File: src/design/bli_pkg.sv
package bli_pkg;

    localparam int VALUE_BITS     = 16;
    localparam int FRAC_BITS      = 16;
    localparam int MAX_POINTS_DEF = 64;
    localparam int INDEX_BITS     = 6;
    localparam int POINTS_BITS    = 7;
    localparam int PADDR_BITS     = 3;
    localparam int PDATA_BITS     = 32;

    localparam logic [PADDR_BITS-1:0]  ADDR_POINTS  = 3'd0;
    localparam logic [PADDR_BITS-1:0]  ADDR_FIRST   = 3'd4;
    localparam logic [POINTS_BITS-1:0] POINTS_RESET = 7'd2;
    localparam logic [INDEX_BITS-1:0]  FIRST_RESET  = 6'd0;

    typedef logic signed [VALUE_BITS-1:0] value_t;

    typedef enum logic
    {
        CMD_LOAD  = 1'b0,
        CMD_QUERY = 1'b1
    } cmd_t;

    typedef enum logic [1:0]
    {
        OUT_BELOW  = 2'd0,
        OUT_ABOVE  = 2'd1,
        OUT_INTERP = 2'd2,
        OUT_NONE   = 2'd3
    } outcome_t;

    typedef struct packed
    {
        cmd_t                  cmd;
        logic [INDEX_BITS-1:0] entry_index;
        value_t                entry_x;
        value_t                entry_y;
        value_t                query_y;
    } req_t;

    typedef struct packed
    {
        value_t                x_value;
        outcome_t              outcome;
        logic [INDEX_BITS-1:0] segment_index;
    } rsp_t;

    typedef enum logic [1:0]
    {
        RD_ZERO = 2'd0,
        RD_LAST = 2'd1,
        RD_PTR  = 2'd2
    } rd_sel_t;

    typedef enum logic [1:0]
    {
        RES_RD     = 2'd0,
        RES_PREV   = 2'd1,
        RES_INTERP = 2'd2
    } res_sel_t;

    typedef struct packed
    {
        logic     query_take;
        rd_sel_t  rd_sel;
        logic     ptr_inc;
        logic     prev_we;
        logic     seg_take;
        logic     div_step;
        logic     mul_we;
        logic     res_we;
        res_sel_t res_sel;
        outcome_t res_outcome;
        logic     out_load;
    } ctrl_cmd_t;

    typedef struct packed
    {
        logic query_go;
        logic below;
        logic above;
        logic no_scan;
        logic match;
        logic span_zero;
        logic last_seg;
        logic div_done;
        logic out_free;
    } ctrl_status_t;

endpackage

File: src/design/bli_ram.sv
module bli_ram #(
    parameter int WIDTH = 32,
    parameter int DEPTH = 64
) (
    input  logic                     clk,
    input  logic                     we,
    input  logic [$clog2(DEPTH)-1:0] waddr,
    input  logic [WIDTH-1:0]         wdata,
    input  logic [$clog2(DEPTH)-1:0] raddr,
    output logic [WIDTH-1:0]         rdata
);

    logic [WIDTH-1:0] mem [DEPTH];
    logic [WIDTH-1:0] rdata_reg;

    always_ff @(posedge clk)
    begin
        if (we)
        begin
            mem[waddr] <= wdata;
        end
        rdata_reg <= mem[raddr];
    end

    assign rdata = rdata_reg;

endmodule

File: src/design/bli_ctrl.sv
module bli_ctrl (
    input  logic                  clk,
    input  logic                  rst_n,
    input  bli_pkg::ctrl_status_t status,
    output bli_pkg::ctrl_cmd_t    cmd,
    output logic                  busy
);

    typedef enum logic [3:0]
    {
        ST_IDLE,
        ST_RD_FIRST,
        ST_RD_LAST,
        ST_CHK_LAST,
        ST_PRIME,
        ST_SCAN,
        ST_DIV,
        ST_MUL,
        ST_FIN,
        ST_DONE
    } state_t;

    state_t state_reg;
    state_t state_next;

    always_comb
    begin
        state_next      = state_reg;
        cmd             = '0;
        cmd.rd_sel      = bli_pkg::RD_PTR;
        cmd.res_sel     = bli_pkg::RES_RD;
        cmd.res_outcome = bli_pkg::OUT_NONE;
        unique case (state_reg)
            ST_IDLE:
            begin
                if (status.query_go)
                begin
                    cmd.query_take = 1'b1;
                    state_next     = ST_RD_FIRST;
                end
            end
            ST_RD_FIRST:
            begin
                cmd.rd_sel = bli_pkg::RD_ZERO;
                state_next = ST_RD_LAST;
            end
            ST_RD_LAST:
            begin
                cmd.rd_sel = bli_pkg::RD_LAST;
                if (status.below)
                begin
                    cmd.res_we      = 1'b1;
                    cmd.res_outcome = bli_pkg::OUT_BELOW;
                    state_next      = ST_DONE;
                end
                else
                begin
                    state_next = ST_CHK_LAST;
                end
            end
            ST_CHK_LAST:
            begin
                cmd.ptr_inc     = 1'b1;
                cmd.res_we      = 1'b1;
                cmd.res_outcome = status.above ? bli_pkg::OUT_ABOVE : bli_pkg::OUT_NONE;
                if (status.above || status.no_scan)
                begin
                    state_next = ST_DONE;
                end
                else
                begin
                    state_next = ST_PRIME;
                end
            end
            ST_PRIME:
            begin
                cmd.ptr_inc = 1'b1;
                cmd.prev_we = 1'b1;
                state_next  = ST_SCAN;
            end
            ST_SCAN:
            begin
                cmd.ptr_inc = 1'b1;
                cmd.prev_we = 1'b1;
                if (status.match)
                begin
                    cmd.seg_take = 1'b1;
                    if (status.span_zero)
                    begin
                        cmd.res_we      = 1'b1;
                        cmd.res_sel     = bli_pkg::RES_PREV;
                        cmd.res_outcome = bli_pkg::OUT_INTERP;
                        state_next      = ST_DONE;
                    end
                    else
                    begin
                        state_next = ST_DIV;
                    end
                end
                else if (status.last_seg)
                begin
                    state_next = ST_DONE;
                end
            end
            ST_DIV:
            begin
                cmd.div_step = 1'b1;
                if (status.div_done)
                begin
                    state_next = ST_MUL;
                end
            end
            ST_MUL:
            begin
                cmd.mul_we = 1'b1;
                state_next = ST_FIN;
            end
            ST_FIN:
            begin
                cmd.res_we      = 1'b1;
                cmd.res_sel     = bli_pkg::RES_INTERP;
                cmd.res_outcome = bli_pkg::OUT_INTERP;
                state_next      = ST_DONE;
            end
            ST_DONE:
            begin
                if (status.out_free)
                begin
                    cmd.out_load = 1'b1;
                    state_next   = ST_IDLE;
                end
            end
            default:
            begin
                state_next = ST_IDLE;
            end
        endcase
    end

    always_ff @(posedge clk or negedge rst_n)
    begin
        if (!rst_n)
        begin
            state_reg <= ST_IDLE;
        end
        else
        begin
            state_reg <= state_next;
        end
    end

    assign busy = (state_reg != ST_IDLE);

    assert property (@(posedge clk) disable iff (!rst_n)
        cmd.out_load |-> status.out_free)
        else $error("result loaded while output register still occupied");

    assert property (@(posedge clk) disable iff (!rst_n)
        (state_reg == ST_SCAN) && status.match && !status.span_zero |=> state_reg == ST_DIV)
        else $error("matching segment did not start the divider");

endmodule

File: src/design/bli_dp.sv
module bli_dp #(
    parameter int MAX_POINTS = bli_pkg::MAX_POINTS_DEF
) (
    input  logic                               clk,
    input  logic                               rst_n,
    input  logic                               accept,
    input  bli_pkg::req_t                      req,
    input  logic [bli_pkg::POINTS_BITS-1:0]    points_in_use,
    input  logic [bli_pkg::INDEX_BITS-1:0]     first_segment,
    input  bli_pkg::ctrl_cmd_t                 cmd,
    output bli_pkg::ctrl_status_t              status,
    input  logic                               rsp_stall,
    output logic                               rsp_valid,
    output bli_pkg::rsp_t                      rsp
);

    localparam int VB   = bli_pkg::VALUE_BITS;
    localparam int FB   = bli_pkg::FRAC_BITS;
    localparam int AW   = $clog2(MAX_POINTS);
    localparam int NW   = AW + 1;
    localparam int CW0  = (NW > bli_pkg::POINTS_BITS) ? NW : bli_pkg::POINTS_BITS;
    localparam int CW   = (CW0 > bli_pkg::INDEX_BITS + 1) ? CW0 : bli_pkg::INDEX_BITS + 1;
    localparam int PW   = VB + FB + 3;
    localparam int DW   = 2 * VB;
    localparam int CNTW = $clog2(FB + 1);

    logic [CW-1:0] pu_w;
    logic [CW-1:0] fs_w;
    logic [CW-1:0] idx_w;
    logic [CW-1:0] n_clamp;
    logic          load_we;

    logic [AW-1:0] raddr;
    logic [DW-1:0] rd_data;
    bli_pkg::value_t rd_x;
    bli_pkg::value_t rd_y;

    bli_pkg::value_t q_reg;
    logic [NW-1:0]   n_reg;
    logic            no_scan_reg;
    logic [NW-1:0]   ptr_reg;
    bli_pkg::value_t prev_x_reg;
    bli_pkg::value_t prev_y_reg;
    logic [bli_pkg::INDEX_BITS-1:0] seg_reg;

    logic [NW-1:0]   cur;
    logic [CW-1:0]   cur_w;
    logic [NW-1:0]   last_idx;

    logic signed [VB:0] num_s;
    logic signed [VB:0] span_s;
    logic signed [VB:0] dx_s;

    bli_pkg::value_t    xl_reg;
    logic signed [VB:0] dx_reg;
    logic [VB-1:0]      d_reg;
    logic [VB:0]        rem_reg;
    logic [VB:0]        rem_next;
    logic [VB:0]        rem_diff;
    logic               rem_ge;
    logic [FB:0]        quo_reg;
    logic [CNTW-1:0]    cnt_reg;

    logic signed [PW-1:0] prod_reg;
    logic signed [PW-1:0] rnd;
    logic signed [PW-1:0] shifted;
    logic [VB-1:0]        interp_x;

    bli_pkg::value_t   res_x_reg;
    bli_pkg::value_t   res_x_next;
    bli_pkg::outcome_t res_outcome_reg;

    logic          out_valid_reg;
    logic          out_valid_next;
    bli_pkg::rsp_t rsp_reg;

    always_comb
    begin
        pu_w  = CW'(points_in_use);
        fs_w  = CW'(first_segment);
        idx_w = CW'(req.entry_index);
        if (pu_w < CW'(2))
        begin
            n_clamp = CW'(2);
        end
        else if (pu_w > CW'(MAX_POINTS))
        begin
            n_clamp = CW'(MAX_POINTS);
        end
        else
        begin
            n_clamp = pu_w;
        end
    end

    assign load_we = accept && (req.cmd == bli_pkg::CMD_LOAD) && (idx_w < CW'(MAX_POINTS));

    always_comb
    begin
        unique case (cmd.rd_sel)
            bli_pkg::RD_ZERO: raddr = '0;
            bli_pkg::RD_LAST: raddr = last_idx[AW-1:0];
            bli_pkg::RD_PTR:  raddr = ptr_reg[AW-1:0];
            default:          raddr = ptr_reg[AW-1:0];
        endcase
    end

    bli_ram #(
        .WIDTH (DW),
        .DEPTH (MAX_POINTS)
    ) u_table (
        .clk   (clk),
        .we    (load_we),
        .waddr (idx_w[AW-1:0]),
        .wdata ({req.entry_x, req.entry_y}),
        .raddr (raddr),
        .rdata (rd_data)
    );

    assign rd_x     = $signed(rd_data[DW-1:VB]);
    assign rd_y     = $signed(rd_data[VB-1:0]);
    assign cur      = ptr_reg - NW'(1);
    assign cur_w    = CW'(cur);
    assign last_idx = n_reg - NW'(1);

    assign num_s  = {q_reg[VB-1], q_reg} - {prev_y_reg[VB-1], prev_y_reg};
    assign span_s = {rd_y[VB-1], rd_y} - {prev_y_reg[VB-1], prev_y_reg};
    assign dx_s   = {rd_x[VB-1], rd_x} - {prev_x_reg[VB-1], prev_x_reg};

    assign rem_ge   = rem_reg >= {1'b0, d_reg};
    assign rem_diff = rem_ge ? (rem_reg - {1'b0, d_reg}) : rem_reg;
    assign rem_next = {rem_diff[VB-1:0], 1'b0};

    assign rnd      = prod_reg + PW'(2 ** (FB - 1));
    assign shifted  = rnd >>> FB;
    assign interp_x = xl_reg + shifted[VB-1:0];

    always_comb
    begin
        case (cmd.res_sel)
            bli_pkg::RES_PREV:   res_x_next = prev_x_reg;
            bli_pkg::RES_INTERP: res_x_next = $signed(interp_x);
            default:             res_x_next = rd_x;
        endcase
    end

    always_comb
    begin
        status.query_go  = accept && (req.cmd == bli_pkg::CMD_QUERY);
        status.below     = q_reg < rd_y;
        status.above     = q_reg > rd_y;
        status.no_scan   = no_scan_reg;
        status.match     = (q_reg >= prev_y_reg) && (q_reg <= rd_y);
        status.span_zero = (rd_y == prev_y_reg);
        status.last_seg  = (cur == last_idx);
        status.div_done  = (cnt_reg == CNTW'(FB));
        status.out_free  = !out_valid_reg || !rsp_stall;
    end

    always_ff @(posedge clk)
    begin
        if (cmd.query_take)
        begin
            q_reg       <= req.query_y;
            n_reg       <= n_clamp[NW-1:0];
            no_scan_reg <= (fs_w + CW'(1)) >= n_clamp;
            ptr_reg     <= fs_w[NW-1:0];
            seg_reg     <= '0;
        end
        else
        begin
            if (cmd.ptr_inc)
            begin
                ptr_reg <= ptr_reg + NW'(1);
            end
            if (cmd.seg_take)
            begin
                seg_reg <= cur_w[bli_pkg::INDEX_BITS-1:0];
            end
        end
        if (cmd.prev_we)
        begin
            prev_x_reg <= rd_x;
            prev_y_reg <= rd_y;
        end
        if (cmd.seg_take)
        begin
            xl_reg  <= prev_x_reg;
            dx_reg  <= dx_s;
            d_reg   <= span_s[VB-1:0];
            rem_reg <= {1'b0, num_s[VB-1:0]};
            quo_reg <= '0;
            cnt_reg <= '0;
        end
        else if (cmd.div_step)
        begin
            rem_reg <= rem_next;
            quo_reg <= {quo_reg[FB-1:0], rem_ge};
            cnt_reg <= cnt_reg + CNTW'(1);
        end
        if (cmd.mul_we)
        begin
            prod_reg <= dx_reg * $signed({1'b0, quo_reg});
        end
        if (cmd.res_we)
        begin
            res_x_reg       <= res_x_next;
            res_outcome_reg <= cmd.res_outcome;
        end
        if (cmd.out_load)
        begin
            rsp_reg.x_value       <= res_x_reg;
            rsp_reg.outcome       <= res_outcome_reg;
            rsp_reg.segment_index <= seg_reg;
        end
    end

    always_comb
    begin
        if (cmd.out_load)
        begin
            out_valid_next = 1'b1;
        end
        else if (rsp_stall)
        begin
            out_valid_next = out_valid_reg;
        end
        else
        begin
            out_valid_next = 1'b0;
        end
    end

    always_ff @(posedge clk or negedge rst_n)
    begin
        if (!rst_n)
        begin
            out_valid_reg <= 1'b0;
        end
        else
        begin
            out_valid_reg <= out_valid_next;
        end
    end

    assign rsp_valid = out_valid_reg;
    assign rsp       = rsp_reg;

    assert property (@(posedge clk) disable iff (!rst_n)
        cmd.out_load |=> out_valid_reg)
        else $error("loaded result not presented");

    assert property (@(posedge clk) disable iff (!rst_n)
        cmd.div_step |-> cnt_reg <= CNTW'(FB))
        else $error("divider stepped past its last quotient bit");

    assert property (@(posedge clk) disable iff (!rst_n)
        cmd.res_we && (cmd.res_sel == bli_pkg::RES_INTERP) |-> quo_reg <= {1'b1, {FB{1'b0}}})
        else $error("interpolation fraction above one");

endmodule

File: src/design/breakpoint_linear_interpolator.sv
// Load transaction: one per cycle when idle, written to the breakpoint table in the cycle taken.
// Query transaction: result registered after the entry-0 read when clamped below, after the
// last-entry read when clamped above or no scan, else after k segments scanned (at most 63
// at the default depth), one per cycle through the table read port, then 17 divider steps.
// One query in flight at a time; the next is taken after the result enters the output register.
// Reset clears control state, points_in_use to 2, first_segment to 0; table undefined.
module breakpoint_linear_interpolator #(
    parameter int MAX_POINTS = bli_pkg::MAX_POINTS_DEF
) (
    input  logic                            clk,
    input  logic                            rst_n,
    input  logic                            psel,
    input  logic                            penable,
    input  logic                            pwrite,
    input  logic [bli_pkg::PADDR_BITS-1:0]  paddr,
    input  logic [bli_pkg::PDATA_BITS-1:0]  pwdata,
    output logic [bli_pkg::PDATA_BITS-1:0]  prdata,
    output logic                            pready,
    input  logic                            req_valid,
    output logic                            req_stall,
    input  bli_pkg::req_t                   req,
    output logic                            rsp_valid,
    input  logic                            rsp_stall,
    output bli_pkg::rsp_t                   rsp
);

    logic [bli_pkg::POINTS_BITS-1:0] points_in_use_reg;
    logic [bli_pkg::INDEX_BITS-1:0]  first_segment_reg;
    logic                            cfg_we;
    logic                            accept;
    logic                            busy;
    bli_pkg::ctrl_cmd_t              cmd;
    bli_pkg::ctrl_status_t           status;

    assign pready = 1'b1;
    assign cfg_we = psel && penable && pwrite;

    always_ff @(posedge clk or negedge rst_n)
    begin
        if (!rst_n)
        begin
            points_in_use_reg <= bli_pkg::POINTS_RESET;
            first_segment_reg <= bli_pkg::FIRST_RESET;
        end
        else if (cfg_we)
        begin
            if (paddr == bli_pkg::ADDR_POINTS)
            begin
                points_in_use_reg <= pwdata[bli_pkg::POINTS_BITS-1:0];
            end
            if (paddr == bli_pkg::ADDR_FIRST)
            begin
                first_segment_reg <= pwdata[bli_pkg::INDEX_BITS-1:0];
            end
        end
    end

    always_comb
    begin
        unique case (paddr)
            bli_pkg::ADDR_POINTS: prdata = bli_pkg::PDATA_BITS'(points_in_use_reg);
            bli_pkg::ADDR_FIRST:  prdata = bli_pkg::PDATA_BITS'(first_segment_reg);
            default:              prdata = '0;
        endcase
    end

    assign req_stall = busy;
    assign accept    = req_valid && !busy;

    bli_ctrl u_ctrl (
        .clk    (clk),
        .rst_n  (rst_n),
        .status (status),
        .cmd    (cmd),
        .busy   (busy)
    );

    bli_dp #(
        .MAX_POINTS (MAX_POINTS)
    ) u_dp (
        .clk           (clk),
        .rst_n         (rst_n),
        .accept        (accept),
        .req           (req),
        .points_in_use (points_in_use_reg),
        .first_segment (first_segment_reg),
        .cmd           (cmd),
        .status        (status),
        .rsp_stall     (rsp_stall),
        .rsp_valid     (rsp_valid),
        .rsp           (rsp)
    );

endmodule
File: config.mk
export PLATFORM = sky130hd
export DESIGN_NAME = breakpoint_linear_interpolator
export DESIGN_NICKNAME = d
export VERILOG_FILES = /design/src/design/bli_pkg.sv /design/src/design/bli_ram.sv /design/src/design/bli_ctrl.sv /design/src/design/bli_dp.sv /design/src/design/breakpoint_linear_interpolator.sv
export SDC_FILE = /design/constraint.sdc
export NUM_CORES = 2
export LEC_CHECK = 0
export BUFFER_PORTS_ARGS = -buffer_cell sky130_fd_sc_hd__buf_4
export CAP_MARGIN = 40
export CORE_UTILIZATION = 60
export DETAILED_ROUTE_END_ITERATION = 6
export GPL_TIMING_DRIVEN = 0
export PLACE_DENSITY = 0.76
export SETUP_SLACK_MARGIN = 0.05
export SLEW_MARGIN = 20
export SYNTH_ARGS = -nofsm -noshare
export SYNTH_HDL_FRONTEND = slang
export SYNTH_HIERARCHICAL = 1
export SYNTH_SLANG_ARGS = --single-unit
File: constraint.sdc
create_clock -name clk -period 8.8 [get_ports clk]
set_clock_uncertainty 0.2 [all_clocks]
set_input_delay 1.76 -clock clk [delete_from_list [all_inputs] [get_ports clk]]
set_output_delay 1.76 -clock clk [all_outputs]
set_load 0.05 [all_outputs]
==> impl_metrics.tcl <==
set metrics [dict create \
    status "finished with violations" \
    violations "design-rule violations" \
    port_buffers 98 \
    place_area_mm2 0.1092 \
    dr_total_vias 59280 \
    max_freq_ghz 0.1295 \
    synth_edf_count 2234 \
    p_per_area_mw_per_mm2 324.9 \
    power_frac_comb_pct 41.7 \
    required_ps 9200 \
    hp-class "reg2reg" \
    final_cell_area_mm2 0.1164 \
    ys_types 96 \
    multiInputGateArea_mm2 0.03029 \
    area_growth_pct 14.81 \
    largest_reg_flops 2048 \
    ios 156 \
    hold_slack_ps 205.7 \
    syn_area_mm2 0.1014 \
    syn_inst 5623 \
    p_switching_mw 14.37 \
    grt_pass1_vias 59460 \
    p_int_mw 23.46 \
    root_buffer "clkbuf_16" \
    drt_iter0_drc 9377 \
    final.min_clock_period_ps 7719 \
    p_leak_nw 39.95 \
    hpwl_um 201800 \
    synth-seq-area-share_pct 67.82 \
    postRouteAntennaNets 0 \
    cts_max_path_buffers 3 \
    synthFlopType "edfxtp_1" \
    worstSetupEndpointType "register" \
    cts_setup_buffers 0 \
    period_share_pct 87.72 \
    synth.avg_cell_area_um2 18.04 \
    htreeDepth 4 \
    cp-start-kind "register" \
    seqPwrFrac_pct 33.6 \
    switching_share_pct 37.99 \
    cp_max_fo 10 \
    synth_async_sr_flop_share_pct 0.7779 \
    antenna_found_initial 23 \
    tightest_slew_ps 1029 \
    track_usage_pct 36.67 \
    grt_pass1_wl_um 431500 \
    rsz0062_at_grt "false" \
    maxCapViolCount 0 \
    routedWlPerCell_um 36.41 \
    vias_per_cell 6.931 \
    clk_pin_slew_ps 60 \
    ir_drop_mv 0.2767 \
    overflow 0 \
    clock-sinks 2314 \
    post-route-drc-count 1 \
    dr.pass1.iters 7 \
    clockPowerShare_pct 24.7 \
    wl_um 311400 \
    setup_viol 0 \
    critPathKind "reg2reg" \
    cts_tree "done" \
    cp.arrival_ps 8120 \
    clock_latency_ps 890 \
    yosys_warnings 6 \
    ctsHoldBuffers 0 \
    start_util_pct 60.58 \
    fill_cells 10050 \
    gp_congestion 0.9017 \
    nets 6709 \
    final-hold-violation-count 0 \
    coreArea_mm2 0.1674 \
    grt_start_max_net_pins 65 \
    regArea_mm2 0.06878 \
    cts_made_buffers 218 \
    slew_viol_final 0 \
    timing.slew.headroom_pct 31.17 \
    fp-row-count 150 \
    drive_gt1_share_pct 22.02 \
    die_w_um 413.1 \
    die_h_um 413.1 \
    finalSetupTns_ps 0 \
    fp.dieArea_mm2 0.1707 \
    ys_ff_latch 2314 \
    ctsResizeCount 0 \
]
==> cells in the mapped netlist (21+ instances only) <==
cell type  instances  area (um^2)
xor2_1            43        376.6
inv_1            395         1483
mux2i_1          140         1401
nand3_1           44        220.2
buf_4             53        397.9
clkbuf_1         148        555.5
a21o_1            30        225.2
edfxtp_1        2234        67080
o221ai_1          30        262.8
a21oi_1          127        635.6
o21ai_0           42        210.2
nand2b_1          27        168.9
fa_1             228         4564
xnor2_1           82        718.2
and2_1           149        932.1
mux4_2           544        12250
nand2_1          231        867.1
dfxtp_1           62         1241
nor2b_1           38        237.7
buf_1             23        86.33
nand4_1           21        131.4
nor2_1           247        927.1
o22ai_1           86        538.0
ha_1             216         2703
nor3_1            33        165.2
buf_2             60        300.3
==> power by group through the flow <==
stage	Combinational, mW	Sequential, mW	Clock (mW)
2_1_floorplan	8.68	12.9	0
3_5_place_dp	14.7	12.9	0
3_3_place_gp	14.0	12.9	0
4_1_cts	15.0	12.7	9.36
5_1_grt	15.9	12.7	9.76
6_report	15.8	12.7	9.33
==> routing by layer <==
metal / share of wire (%) / track usage, %
met3: 15 / 12.40
met5: 0.054 / 0
met2: 45 / 55.80
met4: 7.0 / 20.42
met1: 32 / 46.61
==> kinds of logic (layout without fill, tap and decap cells) <==
family          count (synthesis)  after routing  share of synthesized area [%]
fa+ha+maj                     444            444                          7.166
compound gates                474            474                          3.169
buf+inv                       689           1381                          2.894
other cells                     2             36                       0.007405
mux                           699            699                          13.65
simple gates                  876            876                          4.216
xor+xnor                      125            125                          1.080
flops                        2314           2314                          67.82
==> worst max-delay path: stages (launching register included) <==
cell and delay (ps):
dfxtp_1 300, clkbuf_1 510, clkbuf_1 620, nand2_1 170, fa_1 540, fa_1 510, fa_1 510, inv_1 50
fa_1 490, fa_1 540, inv_1 50, fa_1 530, inv_1 40, ha_1 330, a21o_1 230, a21oi_1 120
o21ai_0 90, a31oi_1 410, o21bai_1 380, o21a_1 310, a31o_1 260, a21oi_1 190, xnor2_1 120
==> layout by cell type (no fill, tap or decap), types with 37 or more instances in the layout <==
master,count
a21oi_1,127
nor2_1,184
nor2b_1,37
buf_12,46
and2_1,149
buf_6,58
edfxtp_1,2234
xnor2_1,82
buf_4,172
clkinv_1,46
clkbuf_16,220
buf_16,78
o21ai_0,38
nor2_4,63
nand3_1,44
o22ai_1,86
dfxtp_1,62
inv_1,395
clkbuf_1,188
nand2_1,231
clkinv_2,38
ha_1,216
mux4_2,544
mux2i_1,140
buf_2,63
xor2_1,43
fa_1,228
==> worst paths after layout <==
path	from	end	slack, ps	cells after the start
hold reg to reg	u_dp/res_x_reg[15]$_DFFE_PP_	u_dp/rsp[23]$_DFFE_PP_	210	0
min in group asynchronous	rst_n	u_ctrl/state_reg[1]$_DFFE_PN0P_	590	1
max in group asynchronous	rst_n	points_in_use_reg[1]$_DFFE_PN1P_	7550	1
setup reg to reg	u_dp/quo_reg[11]$_SDFFE_PP0P_	u_dp/prod_reg[26]$_DFFE_PP_	1080	22
hold / removal	u_dp/res_x_reg[15]$_DFFE_PP_	u_dp/rsp[23]$_DFFE_PP_	210	0
setup / recovery	u_dp/quo_reg[11]$_SDFFE_PP0P_	u_dp/prod_reg[26]$_DFFE_PP_	1080	22
==> layout make-up <==
class                   instances  area share (%)
well taps                    2204           2.368
clock buffers                 269           4.912
inverters                     395           1.273
repair buffers                301           3.972
clock inverters               122           1.112
plain buffers                 294           1.256
multi-input cells            2644           26.02
flip-flops and latches       2314           59.07
diodes                         10         0.02149
==> metrics by stage <==
stage	cells	total power, mW	util [%]	setup slack, ps
3_5_place_dp	8135	27.61	65.23	1010
5_1_grt	8548	38.43	69.54	765.6
2_1_floorplan	5647	21.58	-	2495
6_report	8553	37.83	69.55	1081
3_3_place_gp	7949	26.93	62.72	-1507
4_1_cts	8526	37.09	69.42	1023
No activity file was read; power rests on OpenSTA's default activity.
